<file path="src/rtl/core/efs_pkg.sv">
// efs_pkg: types, codes and the escape table of the escaped field splitter
// depends on nothing; imported by every module of the design and the bench

package efs_pkg;

   localparam logic [1:0] KIND_DATA  = 2'd0;
   localparam logic [1:0] KIND_END   = 2'd1;
   localparam logic [1:0] KIND_ERROR = 2'd2;

   localparam logic [7:0] BACKSLASH     = 8'h5C;
   localparam logic [7:0] DELIM_DEFAULT = 8'd44;

   // result queue geometry
   localparam int QDEPTH = 4;
   localparam int QPTR_W = $clog2(QDEPTH);
   localparam int QCNT_W = $clog2(QDEPTH + 1);

   typedef struct packed {
      logic [1:0] out_kind;
      logic [7:0] out_byte;
      logic       record_end;
      logic       run_last;
   } res_type;

   typedef struct packed {
      logic       known;
      logic [7:0] value;
   } esc_type;

   // decoder outcome for one accepted beat
   typedef struct packed {
      logic [1:0] count;
      res_type    res0;
      res_type    res1;
      logic       escape_next;
      logic       skip_next;
   } dec_type;

   function automatic esc_type decode_escape(input logic [7:0] c);
      esc_type e;
      e.known = 1'b1;
      case (c)
         8'h27:   e.value = 8'h27;
         8'h22:   e.value = 8'h22;
         8'h3F:   e.value = 8'h3F;
         8'h5C:   e.value = 8'h5C;
         8'h61:   e.value = 8'h07;  // a
         8'h62:   e.value = 8'h08;  // b
         8'h66:   e.value = 8'h0C;  // f
         8'h6E:   e.value = 8'h0A;  // n
         8'h72:   e.value = 8'h0D;  // r
         8'h74:   e.value = 8'h09;  // t
         8'h76:   e.value = 8'h0B;  // v
         default: begin
            e.known = 1'b0;
            e.value = 8'h00;
         end
      endcase
      return e;
   endfunction

endpackage

</file>
<file path="src/rtl/core/efs_req_if.sv">
// efs_req_if: request channel of the escaped field splitter, one record byte a beat
// no dependencies

interface efs_req_if;
   logic       valid;
   logic       ready;
   logic [7:0] in_byte;
   logic       byte_valid;
   logic       record_last;

   modport source (output valid, in_byte, byte_valid, record_last, input ready);
   modport sink   (input valid, in_byte, byte_valid, record_last, output ready);
endinterface

</file>
<file path="src/rtl/core/efs_rsp_if.sv">
// efs_rsp_if: response channel of the escaped field splitter, one result a beat
// no dependencies

interface efs_rsp_if;
   logic       valid;
   logic       ready;
   logic [1:0] out_kind;
   logic [7:0] out_byte;
   logic       record_end;
   logic       run_last;

   modport source (output valid, out_kind, out_byte, record_end, run_last, input ready);
   modport sink   (input valid, out_kind, out_byte, record_end, run_last, output ready);
endinterface

</file>
<file path="src/rtl/core/efs_decode.sv">
// efs_decode: combinational escape and delimiter decode of one request beat
// depends on efs_pkg

module efs_decode
   import efs_pkg::*;
(
   input  logic [7:0] in_byte,
   input  logic       byte_valid,
   input  logic       record_last,
   input  logic [7:0] delim,
   input  logic       escape_pending,
   input  logic       skip_to_record_end,
   output dec_type    dec
);

   esc_type esc;
   logic    add_close;

   assign esc = decode_escape(in_byte);

   always_comb begin
      dec             = '0;
      dec.escape_next = escape_pending;
      dec.skip_next   = skip_to_record_end;
      add_close       = 1'b0;

      if (skip_to_record_end) begin
         if (record_last) begin
            dec.skip_next   = 1'b0;
            dec.escape_next = 1'b0;
         end
      end else if (!byte_valid) begin
         if (record_last) begin
            dec.count           = 2'd1;
            dec.res0.out_kind   = escape_pending ? KIND_ERROR : KIND_END;
            dec.res0.record_end = 1'b1;
            dec.escape_next     = 1'b0;
         end
      end else if (escape_pending) begin
         dec.escape_next = 1'b0;
         dec.count       = 2'd1;
         if (in_byte == delim) begin
            dec.res0.out_kind = KIND_DATA;
            dec.res0.out_byte = in_byte;
            add_close         = record_last;
         end else if (!esc.known) begin
            dec.res0.out_kind   = KIND_ERROR;
            dec.res0.record_end = 1'b1;
            dec.skip_next       = !record_last;
         end else begin
            dec.res0.out_kind = KIND_DATA;
            dec.res0.out_byte = esc.value;
            add_close         = record_last;
         end
      end else if (in_byte == BACKSLASH) begin
         if (record_last) begin
            dec.count           = 2'd1;
            dec.res0.out_kind   = KIND_ERROR;
            dec.res0.record_end = 1'b1;
         end else begin
            dec.escape_next = 1'b1;
         end
      end else if (in_byte == delim) begin
         dec.count         = 2'd1;
         dec.res0.out_kind = KIND_END;
         add_close         = record_last;
      end else begin
         dec.count         = 2'd1;
         dec.res0.out_kind = KIND_DATA;
         dec.res0.out_byte = in_byte;
         add_close         = record_last;
      end

      // closing field end after a data byte or a delimiter on the last byte
      if (add_close) begin
         dec.count           = 2'd2;
         dec.res1.out_kind   = KIND_END;
         dec.res1.record_end = 1'b1;
         dec.res1.run_last   = 1'b1;
      end
      dec.res0.run_last = (dec.count == 2'd1);
   end

endmodule

</file>
<file path="src/rtl/core/efs_queue.sv">
// efs_queue: small result queue, takes up to two results a cycle, gives one
// depends on efs_pkg

module efs_queue
   import efs_pkg::*;
(
   input  logic       clock,
   input  logic       reset,
   input  logic [1:0] push_count,
   input  res_type    push_res0,
   input  res_type    push_res1,
   output logic       room_for_two,
   output logic       pop_valid,
   input  logic       pop_ready,
   output res_type    pop_res
);

   res_type             entry_ff [QDEPTH];
   logic [QPTR_W-1:0]   wr_ptr_ff, wr_ptr_in;
   logic [QPTR_W-1:0]   rd_ptr_ff, rd_ptr_in;
   logic [QCNT_W-1:0]   count_ff,  count_in;
   logic [QPTR_W-1:0]   wr_ptr_next;
   logic                pop;

   assign pop          = pop_valid && pop_ready;
   assign pop_valid    = (count_ff != '0);
   assign pop_res      = entry_ff[rd_ptr_ff];
   assign room_for_two = (count_ff <= QCNT_W'(QDEPTH - 2));
   assign wr_ptr_next  = wr_ptr_ff + QPTR_W'(1);

   always_comb begin
      wr_ptr_in = wr_ptr_ff + QPTR_W'(push_count);
      rd_ptr_in = rd_ptr_ff + QPTR_W'(pop);
      count_in  = count_ff + QCNT_W'(push_count) - QCNT_W'(pop);
   end

   always_ff @(posedge clock) begin
      if (reset) begin
         wr_ptr_ff <= '0;
         rd_ptr_ff <= '0;
         count_ff  <= '0;
      end else begin
         wr_ptr_ff <= wr_ptr_in;
         rd_ptr_ff <= rd_ptr_in;
         count_ff  <= count_in;
      end
   end

   always_ff @(posedge clock) begin
      if (push_count != 2'd0) begin
         entry_ff[wr_ptr_ff] <= push_res0;
      end
      if (push_count == 2'd2) begin
         entry_ff[wr_ptr_next] <= push_res1;
      end
   end

endmodule

</file>
<file path="src/rtl/core/escaped_field_splitter.sv">
// escaped_field_splitter: splits records into fields, decoding backslash escapes
// depends on efs_pkg, efs_req_if, efs_rsp_if, efs_decode, efs_queue
//
//   channel  | dir | payload                                    | handshake
//   ---------+-----+--------------------------------------------+-------------------
//   req_chan | in  | in_byte, byte_valid, record_last           | valid/ready
//   rsp_chan | out | out_kind, out_byte, record_end, run_last   | valid/ready
//   csr      | in  | csr_wr_data (field delimiter)              | csr_wr_en, no wait
//
// a request beat is decoded in the cycle it is accepted; its zero, one or two
// results are registered into a four-entry result queue and leave one per cycle
// while the response side is ready. one beat a cycle is taken while the queue has
// room for two results; beats that give two results (delimiter or byte on a
// record's last beat) are held back by the single response port. reset clears
// the escape state, the queue and sets the delimiter to a comma; a stalled
// response side fills the queue and drops ready.

module escaped_field_splitter
   import efs_pkg::*;
(
   input  logic       clock,
   input  logic       reset,
   efs_req_if.sink    req_chan,
   efs_rsp_if.source  rsp_chan,
   input  logic       csr_wr_en,
   input  logic [7:0] csr_wr_data
);

   // decode state: escape and skip updated on every accepted beat, delimiter on a csr write
   logic       escape_pending_ff, escape_pending_in;
   logic       skip_ff,           skip_in;
   logic [7:0] delim_ff,          delim_in;

   dec_type    dec;
   logic       req_beat;
   logic       room_for_two;
   logic [1:0] push_count;
   res_type    head_res;

   assign req_chan.ready = room_for_two;
   assign req_beat       = req_chan.valid && req_chan.ready;

   efs_decode u_decode (
      .in_byte            (req_chan.in_byte),
      .byte_valid         (req_chan.byte_valid),
      .record_last        (req_chan.record_last),
      .delim              (delim_ff),
      .escape_pending     (escape_pending_ff),
      .skip_to_record_end (skip_ff),
      .dec                (dec)
   );

   // nothing is pushed unless the beat is really taken
   assign push_count = req_beat ? dec.count : 2'd0;

   always_comb begin
      escape_pending_in = req_beat ? dec.escape_next : escape_pending_ff;
      skip_in           = req_beat ? dec.skip_next   : skip_ff;
      delim_in          = csr_wr_en ? csr_wr_data    : delim_ff;
   end

   always_ff @(posedge clock) begin
      if (reset) begin
         escape_pending_ff <= 1'b0;
         skip_ff           <= 1'b0;
         delim_ff          <= DELIM_DEFAULT;
      end else begin
         escape_pending_ff <= escape_pending_in;
         skip_ff           <= skip_in;
         delim_ff          <= delim_in;
      end
   end

   efs_queue u_queue (
      .clock        (clock),
      .reset        (reset),
      .push_count   (push_count),
      .push_res0    (dec.res0),
      .push_res1    (dec.res1),
      .room_for_two (room_for_two),
      .pop_valid    (rsp_chan.valid),
      .pop_ready    (rsp_chan.ready),
      .pop_res      (head_res)
   );

   // head of the queue drives the response payload
   assign rsp_chan.out_kind   = head_res.out_kind;
   assign rsp_chan.out_byte   = head_res.out_byte;
   assign rsp_chan.record_end = head_res.record_end;
   assign rsp_chan.run_last   = head_res.run_last;

endmodule

</file>
<file path="src/flat_wrapper.sv">
// flat-port wrapper written by rule: the top's interface ports become plain ports
module escaped_field_splitter_flat import efs_pkg::*;
  (clock, reset, csr_wr_en, csr_wr_data, req_chan_valid, req_chan_in_byte, req_chan_byte_valid, req_chan_record_last, req_chan_ready, rsp_chan_valid, rsp_chan_out_kind, rsp_chan_out_byte, rsp_chan_record_end, rsp_chan_run_last, rsp_chan_ready);
  efs_req_if req_chan_i ();
  efs_rsp_if rsp_chan_i ();
  input  logic clock;
  input  logic reset;
  input  logic csr_wr_en;
  input  logic [7:0] csr_wr_data;
  input wire logic [$bits(req_chan_i.valid)-1:0] req_chan_valid;
  input wire logic [$bits(req_chan_i.in_byte)-1:0] req_chan_in_byte;
  input wire logic [$bits(req_chan_i.byte_valid)-1:0] req_chan_byte_valid;
  input wire logic [$bits(req_chan_i.record_last)-1:0] req_chan_record_last;
  output wire logic [$bits(req_chan_i.ready)-1:0] req_chan_ready;
  output wire logic [$bits(rsp_chan_i.valid)-1:0] rsp_chan_valid;
  output wire logic [$bits(rsp_chan_i.out_kind)-1:0] rsp_chan_out_kind;
  output wire logic [$bits(rsp_chan_i.out_byte)-1:0] rsp_chan_out_byte;
  output wire logic [$bits(rsp_chan_i.record_end)-1:0] rsp_chan_record_end;
  output wire logic [$bits(rsp_chan_i.run_last)-1:0] rsp_chan_run_last;
  input wire logic [$bits(rsp_chan_i.ready)-1:0] rsp_chan_ready;
  assign req_chan_i.valid = req_chan_valid;
  assign req_chan_i.in_byte = req_chan_in_byte;
  assign req_chan_i.byte_valid = req_chan_byte_valid;
  assign req_chan_i.record_last = req_chan_record_last;
  assign req_chan_ready = req_chan_i.ready;
  assign rsp_chan_valid = rsp_chan_i.valid;
  assign rsp_chan_out_kind = rsp_chan_i.out_kind;
  assign rsp_chan_out_byte = rsp_chan_i.out_byte;
  assign rsp_chan_record_end = rsp_chan_i.record_end;
  assign rsp_chan_run_last = rsp_chan_i.run_last;
  assign rsp_chan_i.ready = rsp_chan_ready;
  escaped_field_splitter u_core (.clock(clock), .reset(reset), .req_chan(req_chan_i), .rsp_chan(rsp_chan_i), .csr_wr_en(csr_wr_en), .csr_wr_data(csr_wr_data));
endmodule
</file>
<file path="config.mk">
export PLATFORM = sky130hd
export DESIGN_NAME = escaped_field_splitter_flat
export DESIGN_NICKNAME = d
export VERILOG_FILES = /design/src/rtl/core/efs_pkg.sv /design/src/rtl/core/efs_req_if.sv /design/src/rtl/core/efs_rsp_if.sv /design/src/rtl/core/efs_decode.sv /design/src/rtl/core/efs_queue.sv /design/src/rtl/core/escaped_field_splitter.sv /design/src/flat_wrapper.sv
export SDC_FILE = /design/constraint.sdc
export NUM_CORES = 1
export LEC_CHECK = 0
export ABC_AREA = 1
export BUFFER_PORTS_ARGS = -buffer_cell sky130_fd_sc_hd__buf_2
export CORE_MARGIN = 2
export CORE_UTILIZATION = 35
export DETAILED_ROUTE_END_ITERATION = 16
export PLACE_DENSITY_LB_ADDON = 0.25
export REMOVE_ABC_BUFFERS = 1
export SLEW_MARGIN = 10
export SYNTH_ARGS = -nofsm -noshare
export SYNTH_HDL_FRONTEND = slang
export SYNTH_SLANG_ARGS = --single-unit
</file>
<file path="constraint.sdc">
create_clock -name clock -period 2.9 [get_ports clock]
set_input_delay 0.29 -clock clock [delete_from_list [all_inputs] [get_ports clock]]
set_output_delay 0.29 -clock clock [all_outputs]
set_load 0.005 [all_outputs]
</file>
==> results of run 1 <==
## logic make-up (layout without fill, tap and decap cells)
| group | Yosys count | in the layout | share of synthesized area (%) |
|---|---|---|---|
| AOI/OAI and AO/OA | 107 | 107 | 15.3 |
| DFF | 65 | 65 | 38.0 |
| buffers and inverters | 78 | 132 | 8.77 |
| adders and majority gates | 6 | 6 | 2.21 |
| xor gates and xnor gates | 9 | 9 | 2.11 |
| and+or+nand+nor | 301 | 301 | 33.6 |
## path summary, 6_finish.rpt
check                     startpoint                    endpoint
hold / removal        csr_wr_data[2]          u_core.delim_ff[2]
setup reg to reg  u_core.delim_ff[1]  u_core.u_queue.count_ff[2]
hold reg to reg   u_core.delim_ff[5]          u_core.delim_ff[5]
setup / recovery  u_core.delim_ff[1]  u_core.u_queue.count_ff[2]
## per-layer routing
| metal | vias up | track usage (%) | part of all wire (%) |
|---|---|---|---|
| met2 | 61 | 28.3 | 44 |
| met3 | 9 | 3.09 | 3.4 |
| li1 | 1932 | - | - |
| met5 | - | 0 | 0 |
| met1 | 1681 | 25.1 | 51 |
| met4 | 0 | 6.32 | 1.5 |
## state kept, by name (all words and copies together), names as in the netlist
register                  flops
u_core.delim_ff               8
u_core.escape_pending_ff      1
u_core.skip_ff                1
u_core.u_queue.count_ff       3
u_core.u_queue.entry_ff      48
u_core.u_queue.rd_ptr_ff      2
u_core.u_queue.wr_ptr_ff      2
## placed cells by master, fill, tap and decap left out
master	netlist	layout
o21a_1	1	1
a21oi_1	51	51
inv_2	5	5
ha_1	5	5
buf_4	5	26
xor2_2	0	1
a21boi_0	1	1
o21bai_4	1	1
bufinv_16	0	1
nand2_1	130	130
xnor2_1	8	8
o21ai_1	6	6
buf_12	0	1
o22ai_1	6	6
edfxtp_1	12	12
clkinv_1	3	3
nor3_1	2	2
clkinv_2	0	1
nand3b_1	2	2
nand4_1	4	4
nor2_4	0	1
fa_1	1	1
nand3_2	0	1
a21oi_4	1	1
inv_4	0	1
dfxtp_1	53	53
and2_1	1	1
nand4_4	1	1
clkbuf_8	0	11
buf_2	7	36
nor2_1	100	99
nand2_2	4	4
nand3_1	54	53
o21ai_0	40	40
inv_1	45	45
nor2_2	3	3
inv_6	0	2
## cell type report
type	instances	area, um2	share of cell area [%]
timing repair buffer	63	395	8.97
clock buffer	11	151	3.44
clock inverter	5	58.8	1.33
tap	136	170	3.86
inverter	53	199	4.52
sequential	65	1420	32.3
multi-input combinational	423	2010	45.6
## worst max-delay path: stages (launching register included)
cell and delay (ns):
dfxtp_1 0.33, inv_1 0.06, nand2_1 0.06, nand2_1 0.04, nand2_1 0.06, nor2_1 0.04, nand2_1 0.09, nand2_2 0.11
o21bai_4 0.17, nand3_2 0.11, nor2_4 0.15, inv_1 0.06, ha_1 0.26, inv_1 0.04, ha_1 0.18, fa_1 0.41
xor2_2 0.17, o21ai_0 0.14, a21oi_1 0.06
## metrics by stage
stage                     utilization, %  setup TNS, ns  hold WS [ns]  cell area [um2]  power [uW]
after global placement              40.3              0         0.455             4180        2760
after detailed placement            40.3        -0.0754         0.466             4180        2780
final                               42.5              0         0.160             4410        3600
after floorplan                        -              0         0.359             3610        2260
after global routing                42.5              0         0.159             4410        3920
after CTS                           42.3              0         0.145             4390        3610
## cells in the mapped netlist (all sizes together)
master  number
o21a         1
o22ai        6
xnor2        8
inv         50
edfxtp      12
nand4        5
nand3b       2
clkbuf      12
a21boi       1
xor2         1
nand3       54
nor3         2
nand2      134
nor2       103
and2         1
a21oi       52
ha           5
clkinv       3
fa           1
dfxtp       53
o21ai       46
o21bai       1
buf         13
## power groups by stage
stage / Clock (uW) / Combinational, uW / Sequential, uW
final: 816 / 1420 / 1360
after global routing: 876 / 1640 / 1390
after CTS: 838 / 1410 / 1360
after detailed placement: 0 / 1400 / 1380
after global placement: 0 / 1380 / 1370
after floorplan: 0 / 894 / 1370
==> run summary, run 1 <==
Sequential Power Share: 37.9%
GP Congestion: 0.842
Power Internal: 2230 uW
NetSw: 1360 uW
flops & latches, synth: 65
PD cells: 817 nW/um2
fin. max-slew vios: 0
# hold bufs at CTS: 0
top post-synthesis cells by area: dfxtp_1 28%, nand2_1 13%, nor2_1 10%
status: finished clean
register area share after synthesis: 38.0%
PortBufs: 36
Req. time, crit path: 3.13 ns
Min-Delay Path Class: input port to flop
largest net degree at the start of global routing: 48
Post-Syn Instances: 566
drt pass-1 iters: 6
hold path cells: 3
CP Capture Type: flop
post-layout minimum cycle time: 2.65 ns
Fillers: 1119
Post-CTS Resized: 0
drt drc: 0
Setup Viol. Count Final: 0
clk_lat worst skew: 0.34 ns
R2R setup slack: 0.25 ns
Clock Tree Buf Depth: 2
DR iter-0 viols: 199
# diodes: 0
Post-CTS Setup Repair Bufs: 0
CTS tree: yes
Crit Path Category: flop to flop
Final ANT Viol Nets: 0
Sink Count: 65
critical path startpoint category: flop
Cell variety after synth: 31
leakage: 0.00227 uW
synth warn: 0
routed via count: 3683
Worst Path Arrival: 2.88 ns
CTS H-Tree Depth: 3
share of cells above drive strength 1: 15.6%
Worst Clk Skew: 0.00940 ns
global-route wire length before repair: 16500 um
Root Driver: clkbuf_8
Mapped Area: 3740 um2
Yosys top cell by area: dfxtp_1
R2R depth: 18
Comb pwr share: 39.4%
Final Cycle Share: 91.3%
die area: 11500 um2
num rows: 37
Total Routing Usage GR: 18.1%
Nets: 644
slack of the critical path: 0.251 ns
RSZ-0062 raised after global routing: false
Die Width: 107 um
vias per inst: 4.87
maximum vdd drop: 0.320 mV
vias in the first global route: 3340
post-detail-place hpwl: 7090 um
initial antenna violation count: 0
Switching Share: 37.9%
Clk pin slew, worst setup/hold paths: 0.07 ns
Slew Limit Headroom: 42.4%
Avg Cell Area, Syn: 6.61 um2
pre-CTS setup slack: -0.0754 ns
P&R area growth vs syn: 17.8%
average wire per standard cell: 13.1 um
Final Hold Violating Endpoints: 0
Clk pwr share: 22.7%
Worst Path Max Fanout: 5
total detailed-routing wirelength: 9870 um
die height: 107 um
Num CTS Buffers: 9
grt total ovfl: 0
post-synth top area share: 28.4%
f_max: 0.378 GHz
fin cells: 756
Cells after DPL: 740
worst slew pin tran: 0.863 ns
core area: 10400 um2
Initial Util: 36.1%
# IOs: 37
max cap viols: 0
No activity file was read; power rests on OpenSTA's default activity.
==> inputs of run 2 (changes only) <==
--- a/config.mk
+++ b/config.mk
@@ -10,7 +10,6 @@
 export CORE_MARGIN = 2
 export CORE_UTILIZATION = 35
 export DETAILED_ROUTE_END_ITERATION = 16
-export PLACE_DENSITY_LB_ADDON = 0.25
 export REMOVE_ABC_BUFFERS = 1
 export SLEW_MARGIN = 10
 export SYNTH_ARGS = -nofsm -noshare
==> run 2 against run 1 <==
  * Clock power is 9.1% lower
  * Fmax rose by 1.7%
  * Flip-flop and latch count did not move
  * Combinational power fell by 3%
  * Sequential share of layout area up 0.45 points
  * Final cell count shrank 0.13%
  * Global-route usage hardly changed
  * Highest routed layer unchanged
==> run summary, run 2 (synthesized netlist as in run 1, its figures left out) <==
status: finished clean
worst slew pin tran: 0.898 ns
final core area utilization: 41.9%
Largest regs: u_core.u_queue.entry_ff (48), u_core.delim_ff (8), u_core.u_queue.count_ff (3)
core area: 10400 um2
commonest cells after routing, fill and taps aside: 130 x nand2_1, 100 x nor2_1, 54 x nand3_1, 53 x dfxtp_1, 51 x a21oi_1
min-delay src: csr_wr_data[5]
GP Congestion: 0.872
CTS tree: yes
Total Routing Usage GR: 18.1%
CP Capture Type: flop
global-route wire length before repair: 16400 um
RSZ-0062 raised after global routing: false
Comb pwr share: 39.7%
Post-CTS Setup Repair Bufs: 0
clk_lat worst skew: 0.34 ns
critical path startpoint category: flop
reg2reg start: u_core.delim_ff[1]
NetSw: 1320 uW
# hold bufs at CTS: 0
Post-CTS Resized: 0
leakage: 0.00223 uW
Root Driver: clkbuf_8
power consumption: 3490 uW
total negative setup slack: 0 ns
Min-Delay Path Class: input port to flop
num rows: 37
P&R area growth vs syn: 16.2%
die height: 107 um
Worst Path Max Fanout: 5
Sequential Power Share: 39.1%
Worst Clk Skew: 0.0148 ns
Cells after DPL: 739
Final ANT Viol Nets: 0
PD cells: 804 nW/um2
f_max: 0.384 GHz
max FFs per register: 48
Req. time, crit path: 3.11 ns
share of cells above drive strength 1: 14.5%
Crit Path Category: flop to flop
Die Width: 107 um
vias per inst: 4.88
vias in the first global route: 3368
Clock Tree Buf Depth: 2
Worst Path Arrival: 2.82 ns
total detailed-routing wirelength: 9750 um
Nets: 643
Num CTS Buffers: 9
Switching Share: 37.9%
fin. max-slew vios: 0
PortBufs: 36
routed via count: 3686
Slew Limit Headroom: 40.1%
Biggest register: u_core.u_queue.entry_ff
drt pass-1 iters: 7
fin cells: 755
# diodes: 0
Power Internal: 2170 uW
drt drc: 0
Initial Util: 36.1%
Setup Viol. Count Final: 0
# IOs: 37
Final Cycle Share: 89.8%
die area: 11500 um2
largest net degree at the start of global routing: 31
Clk pin slew, worst setup/hold paths: 0.07 ns
most common cell after layout, fill and taps aside: nand2_1
post-detail-place hpwl: 7030 um
Sink Count: 65
average wire per standard cell: 12.9 um
post-layout minimum cycle time: 2.60 ns
Worst Setup SP: u_core.delim_ff[1]
Clk pwr share: 21.2%
initial antenna violation count: 0
DR iter-0 viols: 248
max cap viols: 0
Final Hold Violating Endpoints: 0
CTS H-Tree Depth: 3
grt total ovfl: 0
maximum vdd drop: 0.311 mV
[run 2: power by group through the flow]
stage | sequential, uW | combinational [uW] | clock (uW)
2_1_floorplan | 1370 | 894 | 0
3_3_place_gp | 1380 | 1370 | 0
3_5_place_dp | 1380 | 1390 | 0
4_1_cts | 1360 | 1400 | 766
5_1_grt | 1400 | 1600 | 813
6_report | 1360 | 1380 | 742
[run 2: through the flow]
| step | cell area [um2] | hold WS [ns] | setup slack (ns) |
|---|---|---|---|
| after floorplan | 3610 | 0.359 | 0.124 |
| after global placement | 4160 | 0.459 | 0.0647 |
| after detailed placement | 4160 | 0.469 | 0.00290 |
| after CTS | 4350 | 0.157 | 0.283 |
| after global routing | 4350 | 0.170 | 0.0435 |
| final | 4350 | 0.174 | 0.295 |
[run 2: worst paths after layout]
kind	end	slack (ns)	depth (start not counted)
min	u_core.delim_ff[5]	0.17	3
min reg2reg	u_core.u_queue.entry_ff[3][9]	0.48	2
max reg2reg	u_core.u_queue.count_ff[2]	0.30	18
max	u_core.u_queue.count_ff[2]	0.30	18
[run 2: metal layers]
layer | vias to the layer above | part of all wire, % | GRT usage [%]
li1 | 1932 | - | -
met1 | 1632 | 48 | 25.1
met2 | 108 | 45 | 28.3
met3 | 14 | 4.6 | 2.54
met4 | 0 | 2.1 | 7.05
met5 | - | 0 | 0
[run 2: final cells by class]
cell class	instances	area, um2
well taps	136	170
flip-flops and latches	65	1420
multi-input cells	423	1990
clock inverters	4	55.1
fillers	1130	6020
clock buffers	12	135
inverters	53	199
repair buffers	62	375
[run 2: critical path, cell delays in order, from the launching register on]
cell and delay (ns):
dfxtp_1 0.33, inv_1 0.05, nand2_1 0.05, nand2_1 0.04, nand2_1 0.06, nor2_1 0.04
nand2_1 0.09, nand2_2 0.11, o21bai_4 0.16, nand3_1 0.10, nor2_1 0.14, inv_1 0.07
ha_1 0.27, inv_1 0.04, ha_1 0.18, fa_1 0.38, xor2_1 0.16, o21ai_0 0.16
a21oi_1 0.05
==> inputs of run 3 (changes only) <==
--- a/config.mk
+++ b/config.mk
@@ -10,7 +10,6 @@
 export CORE_MARGIN = 2
 export CORE_UTILIZATION = 35
 export DETAILED_ROUTE_END_ITERATION = 16
-export REMOVE_ABC_BUFFERS = 1
 export SLEW_MARGIN = 10
 export SYNTH_ARGS = -nofsm -noshare
 export SYNTH_HDL_FRONTEND = slang
==> run 3 against run 2 <==
  * Cell area up 0.49%
  * Flip-flop and latch count unchanged
  * First-iteration DRC count down 29%
  * Utilization up 0.21 points
  * Worst hold slack worse by 0.022 ns
==> run summary, run 3 (synthesized netlist as in run 1, its figures left out) <==
area occupied by multi-input gates: 2000 um2
total detailed-routing wirelength: 9690 um
final core area utilization: 42.1%
share of cells above drive strength 1: 15.1%
Clk pin slew, worst setup/hold paths: 0.07 ns
leakage: 0.00224 uW
Initial Util: 36.1%
Setup Viol. Count Final: 0
Crit path top cell by count: inv_1
Min-Delay Path Class: input port to flop
post-detail-place hpwl: 7040 um
CP Buf/Inv Count: 4
Total Routing Usage GR: 17.8%
vias in the first global route: 3510
worst slew pin tran: 0.618 ns
Cells after DPL: 736
Clock Tree Buf Depth: 2
P&R area growth vs syn: 16.8%
Die Width: 107 um
Final Cycle Share: 91.1%
die area: 11500 um2
critical path's top delay family: adder cells
RSZ-0062 raised after global routing: false
placed cell area: 4130 um2
Finished Cell Area: 4370 um2
CP max stage cell: dfxtp_1
CTS tree: yes
Num CTS Buffers: 9
R2R setup slack: 0.26 ns
vias per inst: 4.99
# IOs: 37
routed via count: 3752
clk_lat worst skew: 0.35 ns
CP max stage delay: 0.55 ns
Sink Count: 65
PD cells: 834 nW/um2
drt drc: 0
slack of the critical path: 0.259 ns
pre-CTS setup slack: -0.0526 ns
Cell Chain, Critical Path: inv_2 > nand4_1 > inv_1 > nand2_1 > nand3_2 > nor2_2 > inv_1 > ha_1 > inv_1 > ha_1 > fa_1 > xor2_1 > o21ai_0 > a21oi_1
GP Congestion: 0.927
maximum vdd drop: 0.335 mV
Biggest register: u_core.u_queue.entry_ff
Worst Path Arrival: 2.91 ns
average wire per standard cell: 12.9 um
Synthesized Nets: 595
global-route wire length before repair: 16500 um
critical path startpoint category: flop
drt pass-1 iters: 4
final hold slack: 0.153 ns
Worst Clk Skew: 0.0122 ns
DR iter-0 viols: 176
Crit Path Category: flop to flop
CTS H-Tree Depth: 3
Final ANT Viol Nets: 0
PortBufs: 36
die height: 107 um
CP Capture Type: flop
met2 usage: 28.7%
Req. time, crit path: 3.17 ns
post-layout minimum cycle time: 2.64 ns
Slew Limit Headroom: 58.7%
Worst Path Max Fanout: 10
initial antenna violation count: 0
largest net degree at the start of global routing: 31
grt total ovfl: 0
status: finished clean
Root Driver: clkbuf_8
Post-CTS Setup Repair Bufs: 0
fin cells: 752
f_max: 0.379 GHz
fin. max-slew vios: 0
Final Hold Violating Endpoints: 0
max FFs per register: 48
M3 GR Usage: 3.27%
# diodes: 0
Fillers: 1140
Top Usage Layer GRT: met2
num rows: 37
max cap viols: 0
FF/Latch Area: 1420 um2
most common cell after layout, fill and taps aside: nand2_1
Nets: 640
core area: 10400 um2
Largest regs: u_core.u_queue.entry_ff (48), u_core.delim_ff (8), u_core.u_queue.count_ff (3)
met1 Resource Use GR: 24.1%
commonest cells after routing, fill and taps aside: 130 x nand2_1, 98 x nor2_1, 53 x nand3_1, 53 x dfxtp_1, 51 x a21oi_1
-- run 3: layout make-up --
class / count / share of cell area, %
inverters: 53 / 4.56
well taps: 136 / 3.90
multi-input cells: 423 / 45.8
clock buffers: 9 / 2.84
clock inverters: 7 / 2.29
flip-flops and latches: 65 / 32.6
repair buffers: 59 / 8.08
-- run 3: final timing paths --
path | startpoint | endpoint | cells after the start
setup / recovery | u_core.escape_pending_ff | u_core.u_queue.count_ff[2] | 14
hold / removal | csr_wr_data[5] | u_core.delim_ff[5] | 3
hold reg to reg | u_core.delim_ff[5] | u_core.delim_ff[5] | 2
setup reg to reg | u_core.escape_pending_ff | u_core.u_queue.count_ff[2] | 14
-- run 3: metrics by stage --
stage / total power, uW / setup TNS [ns]
2_1_floorplan: 2320 / 0
5_1_grt: 3960 / 0
4_1_cts: 3660 / 0
3_3_place_gp: 2750 / 0
6_report: 3640 / 0
3_5_place_dp: 2790 / -0.0526
-- run 3: where the power goes --
| part | internal (uW) | switching, uW | total [uW] | leakage [uW] |
|---|---|---|---|---|
| registers | 1220 | 149 | 1370 | 0.000556 |
| logic | 544 | 848 | 1390 | 0.00158 |
| clock network | 492 | 384 | 876 | 0.000111 |
-- run 3: what timing repair did --
item	CTS	global route
setup endpoints to repair	0	1
gates resized for setup	0	3
hold buffers	0	0
-- run 3: worst reg2reg max path, delay by kind of cell, from the launching register on --
kind / cells / cell delay (ns)
AND/OR/NAND/NOR: 4 / 0.52
flip-flops: 1 / 0.55
XOR/XNOR: 1 / 0.19
adder cells (fa/ha/maj): 3 / 0.84
buffers and inverters: 4 / 0.24
AO/OA/AOI/OAI: 2 / 0.23
-- run 3: metal layers --
| layer | part of all wire [%] | up-vias |
|---|---|---|
| li1 | - | 1927 |
| met1 | 48 | 1703 |
| met2 | 44 | 108 |
| met3 | 5.9 | 14 |
| met4 | 1.7 | 0 |
| met5 | 0 | - |
